===== src/design/sha_pkg.sv =====
package sha_pkg;

    localparam int LenBits = 29;
    localparam int CntW = LenBits + 1;
    localparam logic [CntW-1:0] SizeLimit = {1'b0, {LenBits{1'b1}}};

    typedef struct packed {
        logic [7:0] data_byte;
        logic       byte_present;
        logic       end_of_message;
    } t_in;

    typedef struct packed {
        logic [31:0] digest_word;
        logic [2:0]  word_index;
        logic        last_word;
        logic        too_long;
    } t_out;

    typedef enum logic [2:0] {
        ST_IDLE,
        ST_ROUND,
        ST_ADD,
        ST_PAD,
        ST_EMIT
    } t_state;

    localparam logic [31:0] IV [8] = '{
        32'h6a09e667, 32'hbb67ae85, 32'h3c6ef372, 32'ha54ff53a,
        32'h510e527f, 32'h9b05688c, 32'h1f83d9ab, 32'h5be0cd19
    };

    localparam logic [31:0] RK [64] = '{
        32'h428a2f98,32'h71374491,32'hb5c0fbcf,32'he9b5dba5,32'h3956c25b,32'h59f111f1,
        32'h923f82a4,32'hab1c5ed5,32'hd807aa98,32'h12835b01,32'h243185be,32'h550c7dc3,
        32'h72be5d74,32'h80deb1fe,32'h9bdc06a7,32'hc19bf174,32'he49b69c1,32'hefbe4786,
        32'h0fc19dc6,32'h240ca1cc,32'h2de92c6f,32'h4a7484aa,32'h5cb0a9dc,32'h76f988da,
        32'h983e5152,32'ha831c66d,32'hb00327c8,32'hbf597fc7,32'hc6e00bf3,32'hd5a79147,
        32'h06ca6351,32'h14292967,32'h27b70a85,32'h2e1b2138,32'h4d2c6dfc,32'h53380d13,
        32'h650a7354,32'h766a0abb,32'h81c2c92e,32'h92722c85,32'ha2bfe8a1,32'ha81a664b,
        32'hc24b8b70,32'hc76c51a3,32'hd192e819,32'hd6990624,32'hf40e3585,32'h106aa070,
        32'h19a4c116,32'h1e376c08,32'h2748774c,32'h34b0bcb5,32'h391c0cb3,32'h4ed8aa4a,
        32'h5b9cca4f,32'h682e6ff3,32'h748f82ee,32'h78a5636f,32'h84c87814,32'h8cc70208,
        32'h90befffa,32'ha4506ceb,32'hbef9a3f7,32'hc67178f2
    };

    function automatic logic [31:0] ror(input logic [31:0] x, input int n);
        ror = (x >> n) | (x << (32 - n));
    endfunction

endpackage


===== src/design/sha_if.sv =====
interface sha_in_if;
    logic          valid;
    logic          ready;
    sha_pkg::t_in  payload;
    modport source (output valid, output payload, input ready);
    modport sink (input valid, input payload, output ready);
endinterface

interface sha_out_if;
    logic          valid;
    logic          ready;
    sha_pkg::t_out payload;
    modport source (output valid, output payload, input ready);
    modport sink (input valid, input payload, output ready);
endinterface


===== src/design/sha_fifo.sv =====
module sha_fifo (
    input  logic         i_clk,
    input  logic         i_rst_n,
    sha_in_if.sink       s,
    sha_in_if.source     m
);
    import sha_pkg::*;

    t_in        r_mem [2];
    logic       r_wp;
    logic       r_rp;
    logic [1:0] r_cnt;
    logic       w_push;
    logic       w_pop;

    assign s.ready   = (r_cnt != 2'd2);
    assign m.valid   = (r_cnt != 2'd0);
    assign m.payload = r_mem[r_rp];
    assign w_push    = s.valid && s.ready;
    assign w_pop     = m.valid && m.ready;

    always_ff @(posedge i_clk) begin
        if (w_push) begin
            r_mem[r_wp] <= s.payload;
        end
        if (!i_rst_n) begin
            r_wp  <= 1'b0;
            r_rp  <= 1'b0;
            r_cnt <= 2'd0;
        end else begin
            if (w_push) r_wp <= ~r_wp;
            if (w_pop) r_rp <= ~r_rp;
            r_cnt <= r_cnt + {1'b0, w_push} - {1'b0, w_pop};
        end
    end
endmodule


===== src/design/sha_engine.sv =====
module sha_engine (
    input  logic         i_clk,
    input  logic         i_rst_n,
    sha_in_if.sink       s,
    sha_out_if.source    m
);
    import sha_pkg::*;

    t_state        r_st, n_st;
    logic [31:0]   r_h [8];
    logic [31:0]   r_v [8];
    logic [31:0]   r_w [16];
    logic [31:0]   r_blk [16];
    logic [CntW-1:0] r_cnt;
    logic          r_ovf;
    logic [5:0]    r_rnd;
    logic          r_fin;
    logic          r_two;
    logic [1:0]    r_pad;
    logic [2:0]    r_idx;
    logic          r_ovalid;
    t_out          r_out;

    logic          w_take;
    logic [31:0]   w_wr, w_t1, w_t2, w_x, w_y;
    logic [5:0]    w_pos;
    logic [31:0]   w_pb [16];
    logic [63:0]   w_bits;

    assign s.ready   = (r_st == ST_IDLE);
    assign w_take    = s.valid && s.ready;
    assign m.valid   = r_ovalid;
    assign m.payload = r_out;

    always_comb begin
        w_x = r_w[4'(r_rnd + 6'd1)];
        w_y = r_w[4'(r_rnd + 6'd14)];
        if (r_rnd < 6'd16) begin
            w_wr = r_blk[r_rnd[3:0]];
        end else begin
            w_wr = r_w[r_rnd[3:0]] + (ror(w_x, 7) ^ ror(w_x, 18) ^ (w_x >> 3))
                 + r_w[4'(r_rnd + 6'd9)]
                 + (ror(w_y, 17) ^ ror(w_y, 19) ^ (w_y >> 10));
        end
        w_t1 = r_v[7] + (ror(r_v[4], 6) ^ ror(r_v[4], 11) ^ ror(r_v[4], 25))
             + ((r_v[4] & r_v[5]) ^ (~r_v[4] & r_v[6])) + RK[r_rnd] + w_wr;
        w_t2 = (ror(r_v[0], 2) ^ ror(r_v[0], 13) ^ ror(r_v[0], 22))
             + ((r_v[0] & r_v[1]) ^ (r_v[0] & r_v[2]) ^ (r_v[1] & r_v[2]));
    end

    assign w_pos  = r_cnt[5:0];
    assign w_bits = 64'(r_cnt) << 3;

    // padding image of the buffer
    always_comb begin
        for (int k = 0; k < 16; k++) begin
            for (int b = 0; b < 4; b++) begin
                w_pb[k][8*(3-b) +: 8] = r_blk[k][8*(3-b) +: 8];
                if (r_pad == 2'd0) begin
                    if (6'(4*k+b) == w_pos) w_pb[k][8*(3-b) +: 8] = 8'h80;
                    else if (6'(4*k+b) > w_pos) w_pb[k][8*(3-b) +: 8] = 8'h00;
                end else begin
                    w_pb[k][8*(3-b) +: 8] = 8'h00;
                end
            end
            if (k >= 14 && !(r_pad == 2'd0 && w_pos >= 6'd56)) begin
                w_pb[k] = w_bits[32*(15-k) +: 32];
            end
        end
    end

    always_comb begin
        n_st = r_st;
        case (r_st)
            ST_IDLE: begin
                if (w_take) begin
                    if (s.payload.byte_present && r_cnt < SizeLimit
                        && r_cnt[5:0] == 6'd63) n_st = ST_ROUND;
                    else if (s.payload.end_of_message) n_st = ST_PAD;
                end
            end
            ST_ROUND: if (r_rnd == 6'd63) n_st = ST_ADD;
            ST_ADD: begin
                if (r_fin && (r_pad == 2'd0 || r_two)) n_st = ST_PAD;
                else if (r_fin) n_st = ST_EMIT;
                else n_st = ST_IDLE;
            end
            ST_PAD: n_st = r_ovf ? ST_EMIT : ST_ROUND;
            ST_EMIT: if (!r_ovalid || m.ready) begin
                if (r_idx == 3'd7 && r_ovalid) n_st = ST_IDLE;
            end
            default: n_st = ST_IDLE;
        endcase
    end

    always_ff @(posedge i_clk) begin
        case (r_st)
            ST_IDLE: begin
                if (w_take && s.payload.byte_present && r_cnt < SizeLimit) begin
                    r_blk[r_cnt[5:2]][{~r_cnt[1:0], 3'd0} +: 8] <= s.payload.data_byte;
                end
                for (int j = 0; j < 8; j++) r_v[j] <= r_h[j];
                r_rnd <= 6'd0;
            end
            ST_ROUND: begin
                r_w[r_rnd[3:0]] <= w_wr;
                r_v[7] <= r_v[6]; r_v[6] <= r_v[5]; r_v[5] <= r_v[4];
                r_v[4] <= r_v[3] + w_t1;
                r_v[3] <= r_v[2]; r_v[2] <= r_v[1]; r_v[1] <= r_v[0];
                r_v[0] <= w_t1 + w_t2;
                r_rnd  <= r_rnd + 6'd1;
            end
            ST_PAD: begin
                for (int k = 0; k < 16; k++) r_blk[k] <= w_pb[k];
                for (int j = 0; j < 8; j++) r_v[j] <= r_h[j];
                r_rnd <= 6'd0;
            end
            default: ;
        endcase
        if (r_st == ST_EMIT && (!r_ovalid || m.ready)) begin
            r_out.digest_word <= r_h[r_idx];
            r_out.word_index  <= r_idx;
            r_out.last_word   <= (r_idx == 3'd7);
            r_out.too_long    <= r_ovf;
        end
        if (!i_rst_n) begin
            r_st     <= ST_IDLE;
            r_cnt    <= '0;
            r_ovf    <= 1'b0;
            r_fin    <= 1'b0;
            r_two    <= 1'b0;
            r_pad    <= 2'd0;
            r_idx    <= 3'd0;
            r_ovalid <= 1'b0;
            for (int j = 0; j < 8; j++) r_h[j] <= IV[j];
        end else begin
            r_st <= n_st;
            case (r_st)
                ST_IDLE: if (w_take) begin
                    if (s.payload.byte_present) begin
                        if (r_cnt < SizeLimit) r_cnt <= r_cnt + 1'b1;
                        else r_ovf <= 1'b1;
                    end
                    r_fin <= s.payload.end_of_message;
                    r_pad <= 2'd0;
                end
                ST_ADD: begin
                    for (int j = 0; j < 8; j++) r_h[j] <= r_h[j] + r_v[j];
                end
                ST_PAD: begin
                    if (r_ovf) begin
                        for (int j = 0; j < 8; j++) r_h[j] <= IV[j];
                    end
                    r_two <= (r_pad == 2'd0) && (w_pos >= 6'd56);
                    r_pad <= r_pad + 2'd1;
                    r_idx <= 3'd0;
                end
                ST_EMIT: if (!r_ovalid || m.ready) begin
                    r_ovalid <= 1'b1;
                    r_idx    <= r_idx + 3'd1;
                    if (r_idx == 3'd7 && r_ovalid) begin
                        r_cnt    <= '0;
                        r_ovf    <= 1'b0;
                        r_fin    <= 1'b0;
                        for (int j = 0; j < 8; j++) r_h[j] <= IV[j];
                    end
                end
                default: ;
            endcase
            if (r_st != ST_EMIT && r_ovalid && m.ready) r_ovalid <= 1'b0;
        end
    end
endmodule


===== src/design/sha256_message_hasher_core.sv =====
// sha-256 over a byte stream
// input channel: one transaction carries data_byte, byte_present and
// end_of_message; an empty transaction (no byte, no end) does nothing
// output channel: after end_of_message, eight transactions carry the digest
// words, word_index 0 first, last_word on index 7, too_long on all eight
// a two-entry queue decouples the input from the hashing engine
// a byte is taken only while the engine is idle; every 64th byte starts
// the round loop (one round per cycle) and the final add
// end of message: one or two padding blocks, then the
// eight words, one per cycle when the receiver is ready
// a message over 2^29-1 bytes gives the initial vector with too_long set
// the engine holds while the receiver stalls; the queue then fills and
// input ready drops
// reset: hash state returns to the initial vector, counters clear
module sha256_message_hasher_core (
    input  logic       i_clk,
    input  logic       i_rst_n,
    sha_in_if.sink     i_in,
    sha_out_if.source  o_out
);
    import sha_pkg::*;

    sha_in_if w_q ();

    sha_fifo u_fifo (
        .i_clk   (i_clk),
        .i_rst_n (i_rst_n),
        .s       (i_in),
        .m       (w_q)
    );

    sha_engine u_eng (
        .i_clk   (i_clk),
        .i_rst_n (i_rst_n),
        .s       (w_q),
        .m       (o_out)
    );

    a_last_idx: assert property (@(posedge i_clk) disable iff (!i_rst_n)
        o_out.valid |-> (o_out.payload.last_word == (o_out.payload.word_index == 3'd7)))
        else $error("last_word mismatch");

    a_idx_step: assert property (@(posedge i_clk) disable iff (!i_rst_n)
        (o_out.valid && o_out.ready && !o_out.payload.last_word) |=>
        (!o_out.valid || o_out.payload.word_index != 3'd0))
        else $error("word order broken");

    a_ovf_iv: assert property (@(posedge i_clk) disable iff (!i_rst_n)
        (o_out.valid && o_out.payload.too_long && o_out.payload.word_index == 3'd0)
        |-> o_out.payload.digest_word == IV[0])
        else $error("overflow digest not iv");
endmodule

===== src/flat_wrapper.sv =====
// flat-port wrapper written by rule: the top's interface ports become plain ports
module sha256_message_hasher_core_flat import sha_pkg::*;
  (i_clk, i_rst_n, i_in_valid, i_in_payload, i_in_ready, o_out_valid, o_out_payload, o_out_ready);
  sha_in_if i_in_i ();
  sha_out_if o_out_i ();
  input  logic i_clk;
  input  logic i_rst_n;
  input wire logic [$bits(i_in_i.valid)-1:0] i_in_valid;
  input wire logic [$bits(i_in_i.payload)-1:0] i_in_payload;
  output wire logic [$bits(i_in_i.ready)-1:0] i_in_ready;
  output wire logic [$bits(o_out_i.valid)-1:0] o_out_valid;
  output wire logic [$bits(o_out_i.payload)-1:0] o_out_payload;
  input wire logic [$bits(o_out_i.ready)-1:0] o_out_ready;
  assign i_in_i.valid = i_in_valid;
  assign i_in_i.payload = i_in_payload;
  assign i_in_ready = i_in_i.ready;
  assign o_out_valid = o_out_i.valid;
  assign o_out_payload = o_out_i.payload;
  assign o_out_i.ready = o_out_ready;
  sha256_message_hasher_core u_core (.i_clk(i_clk), .i_rst_n(i_rst_n), .i_in(i_in_i), .o_out(o_out_i));
endmodule

===== config.mk =====
export PLATFORM = sky130hd
export DESIGN_NAME = sha256_message_hasher_core_flat
export DESIGN_NICKNAME = d
export VERILOG_FILES = /design/src/design/sha_pkg.sv /design/src/design/sha_if.sv /design/src/design/sha_fifo.sv /design/src/design/sha_engine.sv /design/src/design/sha256_message_hasher_core.sv /design/src/flat_wrapper.sv
export SDC_FILE = /design/constraint.sdc
export NUM_CORES = 2
export LEC_CHECK = 0
export ABC_CLOCK_PERIOD_IN_PS = 40200
export BUFFER_PORTS_ARGS = -buffer_cell sky130_fd_sc_hd__clkbuf_2
export CAP_MARGIN = 20
export CORE_MARGIN = 2
export CORE_UTILIZATION = 30
export DETAILED_ROUTE_END_ITERATION = 10
export PLACE_DENSITY = 0.48
export SKIP_LAST_GASP = 1
export SYNTH_ARGS = -nofsm -noshare
export SYNTH_HDL_FRONTEND = slang
export SYNTH_HIERARCHICAL = 1
export SYNTH_SLANG_ARGS = --single-unit

===== constraint.sdc =====
create_clock -name i_clk -period 40.2 [get_ports i_clk]
set_clock_uncertainty 0.2 [all_clocks]
set_input_delay 2.01 -clock i_clk [delete_from_list [all_inputs] [get_ports i_clk]]
set_output_delay 2.01 -clock i_clk [all_outputs]
set_load 0.01 [all_outputs]

==> reports/results.ini <==
[status]
outcome=completed

[floorplanning]
initial_core_util=0.302
pin_count=53
die_area_sq_um=350000
num_rows=215
core_sq_um=343000
die_w_microns=592
die_height_microns=592

[synth]
synthAdderAreaFrac=0.0911
synth_top_family_by_area=multiplexers
avgSynthCellArea_sq_um=10.7
synth-compound-area-share=0.115
synthDistinctLibCells=95
synthXorXnorAreaFrac=0.0498
synth-simple-area-share=0.123
synth_top_area_cell=edfxtp_1
async_flop_share=0
synth_seq_area_share=0.417
yosysTopAreaCellShare=0.295
synth_warnings=6
synthTopCellsByArea=edfxtp_1 29%, mux4_2 16%, dfxtp_1 12%, ha_1 5.0%, nor2_1 4.4%
muxShareOfSynthArea=0.170
synth_ff_type=edfxtp_1
syn_inst=9668
ys_ff_latch=1650
syn-cell-area_sq_um=104000
synth-edff-count=1017
synth_nets=10300

[setup_path]
slowest_delay_ps=990
endpoint_kind=register
critical_path_arrival_ps=16550
worstSetupStartpointType=register
path_common_cell=fa_1
cp_max_fo=51
crit_type=register to register
required_ps=40610
slowest_stage=ha_4

[clock_network]
cts.sinks=1650
cts_tree=done
clk_pin_slew_ps=70
h-tree-depth=4
cts_setup_buffers=0
numCtsBuffers=195
cts_resized=0
clock_path_buffers=4
clk_latency_ps=910
cts-root-buf=clkbuf_16
holdBufCountCts=0

[global_route]
grt_pass1_vias=77200
overflow=0
grt.total_usage=0.214
antenna_found_initial=15
grt_max_degree=189
grt_pass1_wl_mm=553

[timing]
rsz0062_at_grt=no
tightest_slew_ps=1190
hold_viol_final=0
max_freq_mhz=62.0
slew_viol_final=0
period_needed_ps=16140
setup_viol_count_final=0
fin_setup_tns_ps=0
slew-limit-headroom=0.202
timing.final.crit_share=0.402

[route]
wl_mm=383
drt_pass1_iterations=6
wl_per_cell_microns=26.9
num_vias=79900
ant_nets=0
first_iter_violations=9500
drc=0
viasPerCell=5.62

[layout]
fin_util=0.336
areaGrowthSynthToFinish_pct=11.4
ff_latch_area_sq_um=43200
layout-drive-gt1-share=0.146
multi_input_area_sq_um=57200
fill_cells=34400
nets=10100

[job]
drv_cap=0

[placement]
gp_congestion=0.940
place.port_buffers=52
dp_hpwl_mm=270

[worst_hold_path]
hold_path.class=register to register

==> worst max-delay path, delay by kind of cell (launching register included) <==
kind,cells,cell delay [ps]
multiplexers,2,1210
flip-flops,1,330
AND/OR/NAND/NOR,6,970
AO/OA/AOI/OAI,16,4430
adder cells (fa/ha/maj),11,5350
buffers and inverters,6,1960
XOR/XNOR,6,1270
==> cells in the final DEF, fill, tap and decap left out, types with 44 or more instances in the layout <==
master and instances:
a211oi_1 54, a21o_1 192, a21oi_1 842, a31oi_1 57, buf_4 154, clkbuf_16 199, clkbuf_2 52, dfxtp_1 626
edfxtp_1 1017, fa_1 197, ha_1 411, inv_1 325, mux2_2 70, mux4_2 731, nand2_1 1193, nand2b_1 100
nand3_1 168, nor2_1 1206, nor2b_1 62, nor3_1 89, o211ai_1 50, o21a_1 50, o21ai_0 374, o21ai_1 74
o21bai_1 48, o22ai_1 44, xnor2_1 400, xor2_1 184
==> cell usage after synthesis, drive strengths merged, types with 39 or more instances <==
library cell	instances
nand3	168
o22ai	44
o21ai	455
a31oi	58
o21a	51
o21bai	48
ha	416
o211ai	50
inv	331
a21oi	859
nor3	103
and3	39
mux4	734
or3	40
edfxtp	1017
nor2	1218
mux2	71
buf	126
a21o	192
nor2b	62
fa	197
nand2	1198
and2	40
nand2b	100
xor2	184
dfxtp	633
xnor2	403
a211oi	54
clkbuf	440
==> per-layer routing <==
metal | track usage | wire length (microns) | vias to the layer above
met4 | 0.0629 | 12200 | 2
met5 | 0 | 13 | -
met3 | 0.0317 | 28800 | 631
li1 | - | - | 35000
met2 | 0.338 | 174000 | 3528
met1 | 0.303 | 169000 | 40700
==> area by class of cell <==
type | count | share of cell area
tap | 4557 | 0.0494
multi-input combinational | 7120 | 0.496
antenna | 4 | 0.0000868
sequential | 1650 | 0.375
clock inverter | 91 | 0.00811
clock buffer | 258 | 0.0468
timing repair buffer | 215 | 0.0137
inverter | 332 | 0.0109
==> sequential cells by signal, summed over array words and instances (netlist names), named ones only <==
register,flops
u_core/u_eng/r_blk,512
u_core/u_eng/r_w,512
u_core/u_eng/r_h,256
u_core/u_eng/r_v,256
u_core/u_eng/m.payload,37
u_core/u_eng/r_cnt,30
u_core/u_fifo/r_mem,20
u_core/u_eng/r_rnd,6
u_core/u_eng/r_idx,3
u_core/u_eng/r_st,3
u_core/u_eng/r_pad,2
u_core/u_fifo/r_cnt,2
u_core/u_eng/m.valid,1
u_core/u_eng/r_fin,1
u_core/u_eng/r_ovf,1
u_core/u_eng/r_two,1
u_core/u_fifo/r_rp,1
u_core/u_fifo/r_wp,1
==> per-stage QoR <==
stage	setup slack (ps)	cells	hold WS, ps	cell area (sq um)
after floorplan	26390	9668	235	104000
after global placement	24360	13900	260	109000
after detailed placement	24290	13900	271	109000
after CTS	24250	14200	285	115000
after global routing	23310	14200	305	115000
final	24060	14200	281	115000
==> path summary, 6_finish.rpt <==
check / from / end / slack, ps / cells past startpoint
setup / recovery: u_core/u_eng/r_rnd[0]$_DFFE_PN_ / u_core/u_eng/r_v[0][31]$_DFFE_PP_ / 24060 / 47
hold / removal: u_core/u_eng/r_blk[13][26]$_SDFFE_PP0P_ / u_core/u_eng/r_blk[13][26]$_SDFFE_PP0P_ / 280 / 2
hold reg to reg: u_core/u_eng/r_blk[13][26]$_SDFFE_PP0P_ / u_core/u_eng/r_blk[13][26]$_SDFFE_PP0P_ / 280 / 2
setup reg to reg: u_core/u_eng/r_rnd[0]$_DFFE_PN_ / u_core/u_eng/r_v[0][31]$_DFFE_PP_ / 24060 / 47
==> kinds of logic (layout without fill, tap and decap cells) <==
kind of cell	Yosys count	after routing
compound gates	2006	2006
xor+xnor	587	587
fa+ha+maj	642	642
buf+inv	898	896
flops	1650	1650
mux	835	835
other cells	0	4
simple gates	3050	3050
Power is not shown: default switching activity piles up to over one toggle a cycle in this logic, so the estimate is an artifact.
